$ cat src/hdl/assert_macros.svh
// Assertion macros used by the top level of the directory record parser.
// Every check is clocked on clk and is off while rst_n is low.
`ifndef ASSERT_MACROS_SVH
`define ASSERT_MACROS_SVH

// Property must hold at every clock edge out of reset.
`define ASSERT_CLK(label, prop, msg) \
    label: assert property (@(posedge clk) disable iff (!rst_n) (prop)) else $error(msg);

// Condition must never be true at a clock edge out of reset.
`define ASSERT_NEVER(label, cond, msg) \
    label: assert property (@(posedge clk) disable iff (!rst_n) !(cond)) else $error(msg);

`endif

$ cat src/hdl/isodr_pkg.sv
// Types and constants of the ISO 9660 directory record parser.
// Used by isodr_capture and iso9660_directory_record_parser_top; no dependencies.
package isodr_pkg;

    // Record header layout, byte offsets from the length byte
    localparam logic [7:0] EXT_ATTR_POS = 8'd1;
    localparam logic [7:0] EXTENT_POS   = 8'd2;
    localparam logic [7:0] SIZE_POS     = 8'd10;
    localparam logic [7:0] DATE_POS     = 8'd18;
    localparam int         DATE_BYTES   = 7;
    localparam logic [7:0] FLAGS_POS    = 8'd25;
    localparam logic [7:0] UNIT_POS     = 8'd26;
    localparam logic [7:0] GAP_POS      = 8'd27;
    localparam logic [7:0] VOLSEQ_POS   = 8'd28;
    localparam logic [7:0] NAMELEN_POS  = 8'd32;
    localparam logic [7:0] HDR_LEN      = 8'd33;

    localparam logic [11:0] DEFAULT_BLOCK = 12'd2048;

    localparam logic STATUS_OK  = 1'b0;
    localparam logic STATUS_CUT = 1'b1;

    localparam logic [1:0] KIND_NONE   = 2'd0;
    localparam logic [1:0] KIND_SELF   = 2'd1;
    localparam logic [1:0] KIND_PARENT = 2'd2;

    // Header fields of the record in progress
    typedef struct packed {
        logic [7:0]  ext_attr;
        logic [31:0] extent;
        logic [31:0] size;
        logic [55:0] date;
        logic [7:0]  flags;
        logic [7:0]  unit_size;
        logic [7:0]  gap;
        logic [15:0] volseq;
        logic [7:0]  namelen;
        logic [7:0]  first_name;
    } isodr_fields_t;

    // Capture control from the record sequencer
    typedef struct packed {
        logic       capture;  // byte belongs to a record and is accepted
        logic       start;    // byte is the length byte of a new record
        logic [7:0] idx;      // byte offset within the record
    } isodr_cap_ctrl_t;

endpackage

$ cat src/hdl/isodr_capture.sv
// Header field capture of the directory record parser: one byte lane per offset.
// Depends on isodr_pkg.
module isodr_capture (
    input  logic                        clk,
    input  logic                        rst_n,
    input  isodr_pkg::isodr_cap_ctrl_t  ctrl,
    input  logic [7:0]                  data_byte,
    output isodr_pkg::isodr_fields_t    fields_next
);

    isodr_pkg::isodr_fields_t fields_reg;

    always_comb
    begin
        // clear at the length byte so a short record reports unreached fields as zero
        fields_next = ctrl.start ? '0 : fields_reg;
        if (ctrl.idx == isodr_pkg::EXT_ATTR_POS)
            fields_next.ext_attr = data_byte;
        for (int k = 0; k < 4; k++)
        begin
            if (ctrl.idx == isodr_pkg::EXTENT_POS + 8'(k))
                fields_next.extent[8*k +: 8] = data_byte;
            if (ctrl.idx == isodr_pkg::SIZE_POS + 8'(k))
                fields_next.size[8*k +: 8] = data_byte;
        end
        for (int k = 0; k < isodr_pkg::DATE_BYTES; k++)
        begin
            if (ctrl.idx == isodr_pkg::DATE_POS + 8'(k))
                fields_next.date[8*k +: 8] = data_byte;
        end
        if (ctrl.idx == isodr_pkg::FLAGS_POS)
            fields_next.flags = data_byte;
        if (ctrl.idx == isodr_pkg::UNIT_POS)
            fields_next.unit_size = data_byte;
        if (ctrl.idx == isodr_pkg::GAP_POS)
            fields_next.gap = data_byte;
        for (int k = 0; k < 2; k++)
        begin
            if (ctrl.idx == isodr_pkg::VOLSEQ_POS + 8'(k))
                fields_next.volseq[8*k +: 8] = data_byte;
        end
        if (ctrl.idx == isodr_pkg::NAMELEN_POS)
            fields_next.namelen = data_byte;
        if (ctrl.idx == isodr_pkg::HDR_LEN)
            fields_next.first_name = data_byte;
    end

    always_ff @(posedge clk or negedge rst_n)
    begin
        if (!rst_n)
            fields_reg <= '0;
        else if (ctrl.capture)
            fields_reg <= fields_next;
    end

endmodule

$ cat src/hdl/iso9660_directory_record_parser_top.sv
// ISO 9660 directory record parser, top level: record sequencer, padding skip and result register.
// Depends on isodr_pkg, isodr_capture and assert_macros.svh.
//
// Takes one byte of a directory extent per cycle and gives one item per finished
// record, loaded into the result register with its last byte; a record cut off by last_byte
// gives an item with status 1 and only record_length set. Throughput is one byte per cycle: each
// byte updates the position counters and at most one header field lane, and the only hold-off
// is a result waiting in the output register while out_stall is high. block_size may be written
// only while idle; 0 acts as 2048.
`include "assert_macros.svh"

module iso9660_directory_record_parser_top (
    input  logic        clk,
    input  logic        rst_n,
    // configuration
    input  logic        cfg_valid,
    output logic        cfg_ready,
    input  logic [11:0] cfg_data,
    // byte stream
    input  logic        in_valid,
    output logic        in_stall,
    input  logic [7:0]  data_byte,
    input  logic        last_byte,
    // record results
    output logic        out_valid,
    input  logic        out_stall,
    output logic        status,
    output logic [7:0]  record_length,
    output logic [7:0]  ext_attr_length,
    output logic [31:0] extent_location,
    output logic [31:0] data_length,
    output logic [55:0] recording_time,
    output logic [7:0]  file_flags,
    output logic [7:0]  file_unit_size,
    output logic [7:0]  interleave_gap,
    output logic [15:0] volume_sequence,
    output logic [7:0]  name_length,
    output logic [1:0]  name_kind
);

    logic [11:0] block_size_reg;
    logic [7:0]  rec_pos_reg, rec_pos_next;
    logic [7:0]  rec_len_reg, rec_len_next;
    logic [11:0] block_pos_reg, block_pos_next;
    logic        skip_reg, skip_next;
    logic        out_valid_reg;

    logic        accept;
    logic [11:0] bs;
    logic        end_blk;
    logic        emit_ok;
    logic        emit_cut;
    logic        in_record;
    logic [1:0]  kind;

    isodr_pkg::isodr_cap_ctrl_t ctrl;
    isodr_pkg::isodr_fields_t   fields_next;

    assign cfg_ready = 1'b1;
    assign in_stall  = out_valid_reg & out_stall;
    assign accept    = in_valid & ~in_stall;
    assign out_valid = out_valid_reg;

    assign bs      = (block_size_reg == '0) ? isodr_pkg::DEFAULT_BLOCK : block_size_reg;
    assign end_blk = ({1'b0, block_pos_reg} + 13'd1) >= {1'b0, bs};

    always_comb
    begin
        skip_next    = skip_reg;
        rec_pos_next = rec_pos_reg;
        rec_len_next = rec_len_reg;
        in_record    = 1'b0;
        emit_ok      = 1'b0;
        if (skip_reg)
        begin
            if (end_blk)
                skip_next = 1'b0;
        end
        else if (rec_pos_reg == '0 && data_byte == '0)
        begin
            // zero length byte: pad out the rest of the block
            if (!end_blk)
                skip_next = 1'b1;
        end
        else
        begin
            in_record = 1'b1;
            if (rec_pos_reg == '0)
                rec_len_next = data_byte;
            if (({1'b0, rec_pos_reg} + 9'd1) >= {1'b0, rec_len_next})
            begin
                emit_ok      = 1'b1;
                rec_pos_next = '0;
            end
            else
            begin
                rec_pos_next = rec_pos_reg + 8'd1;
            end
        end

        emit_cut = last_byte & ~emit_ok & (rec_pos_next != '0);

        if (last_byte)
        begin
            rec_pos_next   = '0;
            block_pos_next = '0;
            skip_next      = 1'b0;
        end
        else
        begin
            block_pos_next = end_blk ? '0 : block_pos_reg + 12'd1;
        end
    end

    always_comb
    begin
        ctrl.capture = accept & in_record;
        ctrl.start   = in_record & (rec_pos_reg == '0);
        ctrl.idx     = rec_pos_reg;
    end

    isodr_capture u_capture (
        .clk         (clk),
        .rst_n       (rst_n),
        .ctrl        (ctrl),
        .data_byte   (data_byte),
        .fields_next (fields_next)
    );

    always_comb
    begin
        kind = isodr_pkg::KIND_NONE;
        if (fields_next.namelen == 8'd1 && rec_len_next > isodr_pkg::HDR_LEN)
        begin
            if (fields_next.first_name == 8'd0)
                kind = isodr_pkg::KIND_SELF;
            else if (fields_next.first_name == 8'd1)
                kind = isodr_pkg::KIND_PARENT;
        end
    end

    always_ff @(posedge clk or negedge rst_n)
    begin
        if (!rst_n)
        begin
            block_size_reg <= isodr_pkg::DEFAULT_BLOCK;
            rec_pos_reg    <= '0;
            rec_len_reg    <= '0;
            block_pos_reg  <= '0;
            skip_reg       <= 1'b0;
            out_valid_reg  <= 1'b0;
        end
        else
        begin
            if (cfg_valid && cfg_ready)
                block_size_reg <= cfg_data;
            if (accept)
            begin
                rec_pos_reg   <= rec_pos_next;
                rec_len_reg   <= rec_len_next;
                block_pos_reg <= block_pos_next;
                skip_reg      <= skip_next;
            end
            if (accept && (emit_ok || emit_cut))
                out_valid_reg <= 1'b1;
            else if (!out_stall)
                out_valid_reg <= 1'b0;
        end
    end

    // result register: load a parsed record, or a cut-off record with only its length
    always_ff @(posedge clk)
    begin
        if (accept && (emit_ok || emit_cut))
        begin
            record_length <= rec_len_next;
            if (emit_ok)
            begin
                status          <= isodr_pkg::STATUS_OK;
                ext_attr_length <= fields_next.ext_attr;
                extent_location <= fields_next.extent;
                data_length     <= fields_next.size;
                recording_time  <= fields_next.date;
                file_flags      <= fields_next.flags;
                file_unit_size  <= fields_next.unit_size;
                interleave_gap  <= fields_next.gap;
                volume_sequence <= fields_next.volseq;
                name_length     <= fields_next.namelen;
                name_kind       <= kind;
            end
            else
            begin
                status          <= isodr_pkg::STATUS_CUT;
                ext_attr_length <= '0;
                extent_location <= '0;
                data_length     <= '0;
                recording_time  <= '0;
                file_flags      <= '0;
                file_unit_size  <= '0;
                interleave_gap  <= '0;
                volume_sequence <= '0;
                name_length     <= '0;
                name_kind       <= isodr_pkg::KIND_NONE;
            end
        end
    end

    `ASSERT_NEVER(a_skip_in_record, skip_reg && rec_pos_reg != '0, "padding skip inside a record")
    `ASSERT_CLK(a_pos_below_len, rec_pos_reg != '0 |-> rec_pos_reg < rec_len_reg, "record position past length")
    `ASSERT_CLK(a_last_resets, accept && last_byte |=> rec_pos_reg == '0 && block_pos_reg == '0 && !skip_reg, "extent end did not reset position")
    `ASSERT_CLK(a_cut_zero, out_valid && status == isodr_pkg::STATUS_CUT |-> extent_location == '0 && data_length == '0 && name_kind == isodr_pkg::KIND_NONE, "cut-off item carries fields")
    `ASSERT_CLK(a_kind_cond, out_valid && name_kind != isodr_pkg::KIND_NONE |-> name_length == 8'd1 && record_length > isodr_pkg::HDR_LEN, "self or parent mark on wrong record")

endmodule
$ cat config.mk
export PLATFORM = sky130hd
export DESIGN_NAME = iso9660_directory_record_parser_top
export DESIGN_NICKNAME = d
export VERILOG_FILES = /design/src/hdl/isodr_pkg.sv /design/src/hdl/isodr_capture.sv /design/src/hdl/iso9660_directory_record_parser_top.sv
export VERILOG_INCLUDE_DIRS = /design/src /design/src/hdl
export SDC_FILE = /design/constraint.sdc
export NUM_CORES = 1
export LEC_CHECK = 0
export BUFFER_PORTS_ARGS = -buffer_cell sky130_fd_sc_hd__buf_2
export CAP_MARGIN = 40
export CORE_MARGIN = 1.5
export CORE_UTILIZATION = 40
export CTS_CLUSTER_DIAMETER = 60
export DETAILED_ROUTE_END_ITERATION = 10
export PLACE_DENSITY = 0.58
export SETUP_SLACK_MARGIN = 0.1
export SYNTH_ARGS = -nofsm -noshare
export SYNTH_HDL_FRONTEND = slang
export SYNTH_HIERARCHICAL = 1
export SYNTH_SLANG_ARGS = --single-unit
$ cat constraint.sdc
create_clock -name clk -period 39.3 [get_ports clk]
set_clock_uncertainty 0.15 [all_clocks]
set_input_delay 3.93 -clock clk [delete_from_list [all_inputs] [get_ports clk]]
set_output_delay 3.93 -clock clk [all_outputs]
set_load 0.005 [all_outputs]
; ---- Yosys cells after proc, flatten, opt, wreduce, memory -nomap -nowiden
; Index checks and enable logic that the tools add are counted.
; W data, S select, Z words.
[word_totals]
elab_cells = 132
inputBits = 26
reg_bits = 413
output_inout_bits = 190
[classes]
n_bitwise = 9
n_eq_ne = 26
n_mux = 50
n_reduce_logical = 11
add_sub_neg = 4
magnitude_cmp = 3
[op_table]
columns = cell, count
row1 = $mux W8, 32
row2 = $mux W184, 1
row3 = $eq A8 B5 Y1 const B, 12
row4 = $mux W12, 3
row5 = $eq A8 B4 Y1 const B, 4
row6 = $eq A8 B1 Y1 const B, 3
row7 = $logic_not A8 Y1, 3
row8 = $eq A8 B2 Y1 const B, 2
row9 = $eq A8 B3 Y1 const B, 2
row10 = $eq A8 B6 Y1 const B, 2
row11 = $add A12 B1 Y13 const B, 1
row12 = $ge A13 B12 Y1, 1
row13 = $mux W1, 13
row14 = $add A12 B1 Y12 const B, 1
row15 = $logic_not A12 Y1, 1
row16 = $add A8 B1 Y9 const B, 1
row17 = $ge A9 B8 Y1, 1
row18 = $add A8 B1 Y8 const B, 1
row19 = $gt A8 B6 Y1 const B, 1
row20 = $reduce_bool A8 Y1, 1
row21 = $and A1 B1 Y1, 6
row22 = $logic_and A1 B1 Y1, 3
row23 = $not A1 Y1, 3
row24 = $reduce_or A3 Y1, 1
row25 = 4 further kinds, 4

; ---- Depth between registers and ports, before layout
; Gate-level depths: netlist of run 1.
[depth]
depth_word = 14
ltp_mapped = 16
mapped_depth_nobuf = 14

; ---- By module
; The synthesis of run 1 kept the hierarchy.
[modules_own_cells]
columns = mod, instances, cells_each, area_per_inst_um2
row1 = isodr_capture, 1, 1350, 12122.9
row2 = iso9660_directory_record_parser_top, 1, 752, 9978.3

; ---- Least setup slack after synthesis of run 1
; No wires, ideal clock.
[synth_path]
kind = input to register
startpoint = input port data_byte[0]
endpoint = register data_length[0], enable pin
cell_stages = 9
required_ns = 38.354
n_path_buf = 0
setup_time_ns = 0.796
setup_slack_ns = 23.840
t_arrival_ns = 14.515
path_cell_list = mux2i_1 > inv_1 > ha_1 > nand2b_1 > a2111oi_4 > o21ai_1 > a32oi_1 > a21oi_1 > a21oi_1
[synth_between]
elab_chain_cells = 12
word_cells_on_any_way = 18
[synth_rtl]
columns = element, line_no
row1 = from (decl), iso9660_directory_record_parser_top.sv:22  ; input logic [7:0] data_byte,
row2 = "parallel branches: the longest is 10 deep, another holds $ge A9 B8 Y1", -
row3 = $logic_or A1 B1 Y1 *, iso9660_directory_record_parser_top.sv:174  ; if (accept && (emit_ok || emit_cut))
row4 = $logic_and A1 B1 Y1 *, iso9660_directory_record_parser_top.sv:174
row5 = to (signal assigned), iso9660_directory_record_parser_top.sv:182  ; data_length <= fields_next.size;
row6 = to (decl), iso9660_directory_record_parser_top.sv:31  ; output logic [31:0] data_length,
; Every way passes the cells marked *. The select of a mux whose other input is x is not followed.
; A chain may end at the register's enable or synchronous reset.

; ---- Final worst setup path of run 1
[layout_path]
startpoint = input port out_stall
endpoint = output port in_stall
[layout_between]
elab_chain_cells = 1
[layout_rtl]
columns = element, line_no
row1 = from (decl), iso9660_directory_record_parser_top.sv:26  ; input logic out_stall,
row2 = $and A1 B1 Y1, iso9660_directory_record_parser_top.sv:60  ; assign in_stall = out_valid_reg & out_stall;
row3 = to (decl), iso9660_directory_record_parser_top.sv:21  ; output logic in_stall,
; No other way between the ends.

==> results of run 1 <==
## per-layer routing
layer	wire, µm	GRT usage (%)	vias up
li1	-	-	7824
met1	29400	32.0	8545
met2	30800	36.4	640
met3	4050	3.56	135
met4	2270	9.24	0
met5	0	0	-
## power by group
group	internal [mW]	switching, mW
clock network	0.287	0.191
logic	0.389	0.542
registers	0.593	0.0684
## logic make-up (layout without fill, tap and decap cells)
logic type               count (synthesis)  after routing
multiplexers                            11             11
adder cells (fa/ha/maj)                 23             23
buffers and inverters                  233            387
XOR/XNOR                                13             13
AO/OA/AOI/OAI                          627            627
AND/OR/NAND/NOR                        781            781
flip-flops                             413            413
other                                    1              2
## synth_stat cells, drive strengths merged (23+ instances only)
cell type    n  share of area (%)
dfrtp      225                 25
a21oi      205                4.6
nand2b     188                5.3
a21o       187                6.4
edfxtp     187                 25
and2       181                5.1
nor3       179                4.5
a211o      149                5.9
clkbuf     122                2.1
buf         85                2.2
nand2       60                1.0
nor2        37                1.1
nor2b       36                1.0
o21ai       30               0.68
or3         27               0.76
inv         26               0.44
ha          23                1.3
## per-stage QoR
stage	power, mW	instances	util [%]	setup slack, ps	hold WS, ps
4_1_cts	2.08	2952	47.0	30840	340
5_1_grt	2.20	2952	47.0	30830	349
2_1_floorplan	1.34	2102	-	23840	310
6_report	2.07	2953	47.0	30850	335
3_5_place_dp	1.59	2860	43.9	30850	327
3_3_place_gp	1.56	2843	43.2	30850	319
## critical path, stage by stage
cell	delay, ps
buf_2	110
and2_1	190
buf_2	140
## path summary, 6_finish.rpt
check | start | end | cells after the start
worst min-delay path | u_capture/fields_reg[41]$_DFFE_PN0P_ | u_capture/fields_reg[41]$_DFFE_PN0P_ | 1
worst max register to register | rec_pos_reg[6]$_DFFE_PN0P_ | file_flags[6]$_SDFFCE_PN0P_ | 12
worst max-delay path | out_stall | in_stall | 3
min in group asynchronous | rst_n | block_size_reg[7]$_DFFE_PN0P_ | 1
worst min register to register | u_capture/fields_reg[41]$_DFFE_PN0P_ | u_capture/fields_reg[41]$_DFFE_PN0P_ | 1
max in group asynchronous | rst_n | u_capture/fields_reg[8]$_DFFE_PN0P_ | 4
## cell type report
class	count	area share, %
Timing Repair Buffer	269	6.79
Antenna cell	1	0.00981
Clock inverter	27	1.20
Sequential cell	413	44.2
Clock buffer	65	5.41
Tap cell	696	3.42
Multi-Input combinational cell	1456	38.6
Inverter	26	0.402
==> results.md, run 1 <==
- Outcome: complete, no violations
- TritonRoute pass-1 iters: 5
- R2r setup slk: 33,960 ps
- CP arrival: 4370 ps
- Global-route wire length before repair: 102,000 µm
- Slew margin rel.: 40.4%
- Endpoint class of the critical path: output port
- Largest family of logic cells by synthesized area: simple AND/OR/NAND/NOR gates
- DRC Markers: 0
- Fin Setup TNS: 0 ps
- Number of enable flip-flop cells after synthesis: 187
- GR Overflow Total: 0
- Initial antenna violation count: 1
- First DRT Iteration DRCs: 1,797
- Wire per inst: 22.5 µm
- Starting Density: 40.7%
- Post-synthesis sequential area ratio: 51.0%
- # clock sinks: 413
- Peak supply drop: 0.0460 mV
- TritonCTS Buffers: 49
- Highest Clock Rate: 0.118 GHz
- Commonest non-fill, non-tap cell in the layout: dfrtp_1
- Routed wire length: 66,500 µm
- Async set-reset flop share out of synthesis: 54.7%
- Filler cell count: 4,985
- Number of flip-flops in the largest register: 184
- Post-Synth Simple-Gate Area: 22.0%
- Fin crit share: 21.5%
- Horiz. Die Dim: 238 µm
- Ys Warns: 6
- Leakage: 10.5 nW
- Final Hold Fails: 0
- Total track usage: 23.1%
- Dpl cell area: 23,800 µm²
- Post-Syn Area: 22,100 µm²
- Placeable Area: 54,200 µm²
- Shortest period the worst path allows: 8450 ps
- # rows: 85
- Fraction of layout cells with a size suffix above 1: 18.7%
- H-tree depth: 2
- Net count after synthesis: 2,151
- Flops & latches, synth: 413
- Most frequent cells in the layout: 225 x dfrtp_1, 214 x buf_2, 204 x a21oi_1, 188 x nand2b_1
- Cell area after layout: 25,500 µm²
- Post-CTS Setup Inserts: 0
- Placer Congestion: 0.857
- Skew-Pair Late Insertion Delay: 600 ps
- Unrepaired setup endpoints after global routing: false
- Vias in the first global route: 16,900
- Mux cell area share after synthesis: 0.510%
- Actual slew at the worst max-slew pin: 894 ps
- Required @ worst endpoint: 35,220 ps
- Clock buffer depth: 3
- Post-CTS sizing: 0
- Via density per instance: 5.81
- Library cells used by synthesis: 83
- Critical-path maximum fanout: 5
- Worst Hold Class: reg -> reg
- Xor/xnor share of the synthesized area: 0.515%
- Crit path kind: in -> out
- DP Wirelength: 40,400 µm
- CTS root buf: clkbuf_16
- Cells after Synth: 2,102
- Largest net degree at the start of global routing: 106
- FF+latch area: 11,300 µm²
- PortBufs: 214
- Ports: 216
- Reported max-cap violation count: 0
- CTS tree: done
- Adder-Cell Fraction of Synth Area: 1.30%
- Hold buffer count at cts: 0
- Via Count: 17,100
- Synth Area in Compound Gates: 19.9%
- Nets: 2,264
- Avg Cell Area, Syn: 10.5 µm²
- Register clock-pin slew on the reported worst setup and hold paths: 60 ps
- Area occupied by multi-input gates: 9830 µm²
- Crit path launch type: primary input
- Top FF cell, synth: dfrtp_1
- DIE AREA: 56,700 µm²
- Die Y: 238 µm
- # setup viols final: 0
- Slew Limit Fails: 0
- Remaining antenna violation count after routing: 0
- PD cells: 81.2 nW/µm²
- Area growth syn-to-layout: 15.4%
Note: power is estimated with default switching activity, not from simulation.
==> run 2, diff against run 1 <==
Settings changed: PLACE_DENSITY 0.58 to 0.6.
Clock period 39.3 ns to 7.3 ns, I/O delays scaled along.
==> run 2 against run 1 <==
  * The flow now finishes with violations (hold timing)
  * Global-route usage down 0.30 points
  * Clock power rose to 4.9 times the previous value
  * Critical path depth up 12
  * Sequential share of layout area up 0.44 points
  * Cell count down 0.47%
  * Critical path type is now reg -> reg
  * Critical endpoint is now extent_location[25]$_SDFFCE_PN0P_
==> results.md, run 2 (same netlist as run 1, synthesis figures left out) <==
- CP max stage delay: 720 ps (+530 ps)
- CTS root buf: clkbuf_16
- Nets: 2,255 (-0.40%)
- Via Count: 17,100 (-0.10%)
- Number of flip-flops in the largest register: 184 (unchanged)
- H-tree depth: 2 (unchanged)
- Initial antenna violation count: 0 (-1)
- Clock buffer depth: 3 (unchanged)
- Die Y: 238 µm (unchanged)
- Shortest period the worst path allows: 4820 ps
- Actual slew at the worst max-slew pin: 939 ps (+45.3 ps)
- CP arrival: 4930 ps (+560 ps)
- Placer Congestion: 0.885 (+3.3%)
- Largest net degree at the start of global routing: 148 (+40%)
- Hold buffer count at cts: 0 (unchanged)
- Starting Density: 40.7% (unchanged)
- DIE AREA: 56,700 µm² (unchanged)
- Unrepaired setup endpoints after global routing: false
- Fin crit share: 66.1%
- Commonest non-fill, non-tap cell in the layout: dfrtp_1
- PnR worst setup slack: 2480 ps (-28,380 ps)
- Remaining antenna violation count after routing: 0 (unchanged)
- Most frequent cells in the layout: 225 x dfrtp_1, 214 x buf_2, 204 x a21oi_1, 188 x nand2b_1
- Ports: 216 (unchanged)
- Post-CTS sizing: 0 (unchanged)
- Leakage: 10.4 nW (-1.4%)
- Hold Slack: -34.3 ps (-369 ps)
- # setup viols final: 0 (unchanged)
- CTS tree: done
- DRC Markers: 0 (unchanged)
- Horiz. Die Dim: 238 µm (unchanged)
- Final Hold Fails: 9 (+9)
- Area occupied by multi-input gates: 9840 µm² (about the same)
- N_diodes: 0 (-1)
- DP Worst Slack: 2410 ps (-28,430 ps)
- PD cells: 434 nW/µm² (+430%)
- First DRT Iteration DRCs: 1,865 (+3.8%)
- Outcome: complete, but fails checks
- Slew margin rel.: 37.3% (-3.1 points)
- Vias in the first global route: 16,900 (+0.089%)
- Global-route wire length before repair: 101,000 µm (-1.1%)
- Slowest CP cell: dfrtp_1
- Slew Limit Fails: 0 (unchanged)
- Failing checks: hold timing
- Total track usage: 22.8% (-0.30 points)
- Placeable Area: 54,200 µm² (unchanged)
- # rows: 85 (unchanged)
- Crit path kind: reg -> reg
- Buf+Inv Stages, Crit Path: 4 (+2)
- Highest Clock Rate: 0.207 GHz
- Endpoint class of the critical path: flip-flop
- Routed wire length: 65,400 µm (-1.7%)
- # clock sinks: 413 (unchanged)
- Skew-Pair Late Insertion Delay: 580 ps (-20 ps)
- FF+latch area: 11,300 µm² (unchanged)
- DP Wirelength: 40,700 µm (+0.61%)
- GR Overflow Total: 0 (unchanged)
- TritonCTS Buffers: 48 (-2.0%)
- Critical path, cell by cell: inv_1, ha_1, nor4b_4, nand2_2, mux2i_1, inv_1, ha_1, nand2b_1, a2111oi_4, o21ai_1, a32oi_1, a21oi_1, a21oi_4, buf_12, buf_12
- Filler cell count: 5,046 (+1.2%)
- Post-CTS Setup Inserts: 0 (unchanged)
- Via density per instance: 5.83 (+0.37%)
- Fraction of layout cells with a size suffix above 1: 17.8% (-0.83 points)
- Crit path launch type: flip-flop
- TritonRoute pass-1 iters: 5 (unchanged)
- Area growth syn-to-layout: 14.2%
- Peak supply drop: 0.182 mV (+300%)
- Reported max-cap violation count: 0 (unchanged)
- Required @ worst endpoint: 7400 ps (-27,820 ps)
- Register clock-pin slew on the reported worst setup and hold paths: 60 ps (about the same)
- Fin Setup TNS: 0 ps (unchanged)
- Critical-path maximum fanout: 64 (+59)
- Wire per inst: 22.2 µm (-1.3%)
- Top cell family by delay on the critical path: compound AO/OA/AOI/OAI gates
- Worst Hold Class: in -> async
- PortBufs: 214 (unchanged)
==> run 2: worst paths after layout <==
kind | from | end | slack, ps | cells past startpoint
worst max-delay path | rec_pos_reg[0]$_DFFE_PN0P_ | extent_location[25]$_SDFFCE_PN0P_ | 2480 | 15
worst min-delay path | rst_n | u_capture/fields_reg[42]$_DFFE_PN0P_ | -30 | 1
worst max register to register | rec_pos_reg[0]$_DFFE_PN0P_ | extent_location[25]$_SDFFCE_PN0P_ | 2480 | 15
worst min register to register | u_capture/fields_reg[9]$_DFFE_PN0P_ | u_capture/fields_reg[9]$_DFFE_PN0P_ | 340 | 1
max in group asynchronous | rst_n | rec_len_reg[2]$_DFFE_PN0P_ | 5690 | 2
min in group clk | cfg_data[3] | block_size_reg[3]$_DFFE_PN0P_ | 210 | 3
==> run 2: layer usage <==
| layer | wire length [µm] | vias up | track usage [%] |
|---|---|---|---|
| li1 | - | 7810 | - |
| met1 | 28900 | 8538 | 31.6 |
| met2 | 30600 | 654 | 36.5 |
| met3 | 3840 | 124 | 3.26 |
| met4 | 1990 | 0 | 8.19 |
| met5 | 0 | - | 0 |
==> run 2: power by group <==
part	switching, mW	internal, mW
logic	2.97	2.10
clock network	0.966	1.37
registers	0.376	3.19
total	4.31	6.65
==> run 2: area by class of cell <==
cell class | instances | share of cell area, %
sequential | 413 | 44.6
multi-input combinational | 1456 | 39.0
clock buffer | 67 | 5.24
inverter | 26 | 0.401
timing repair buffer | 261 | 6.56
clock inverter | 20 | 0.714
tap | 696 | 3.45
==> run 2: through the flow <==
stage / cells / util (%) / power, mW / hold slack, ps / area [µm²]
after floorplan: 2102 / - / 7.16 / 284 / 22100
after detailed placement: 2852 / 43.8 / 8.62 / 327 / 23700
final: 2939 / 46.5 / 11.0 / -34.3 / 25200
after CTS: 2939 / 46.5 / 11.0 / 5.73 / 25200
after global routing: 2939 / 46.5 / 11.6 / 27.3 / 25200
after global placement: 2838 / 43.3 / 8.47 / 319 / 23500
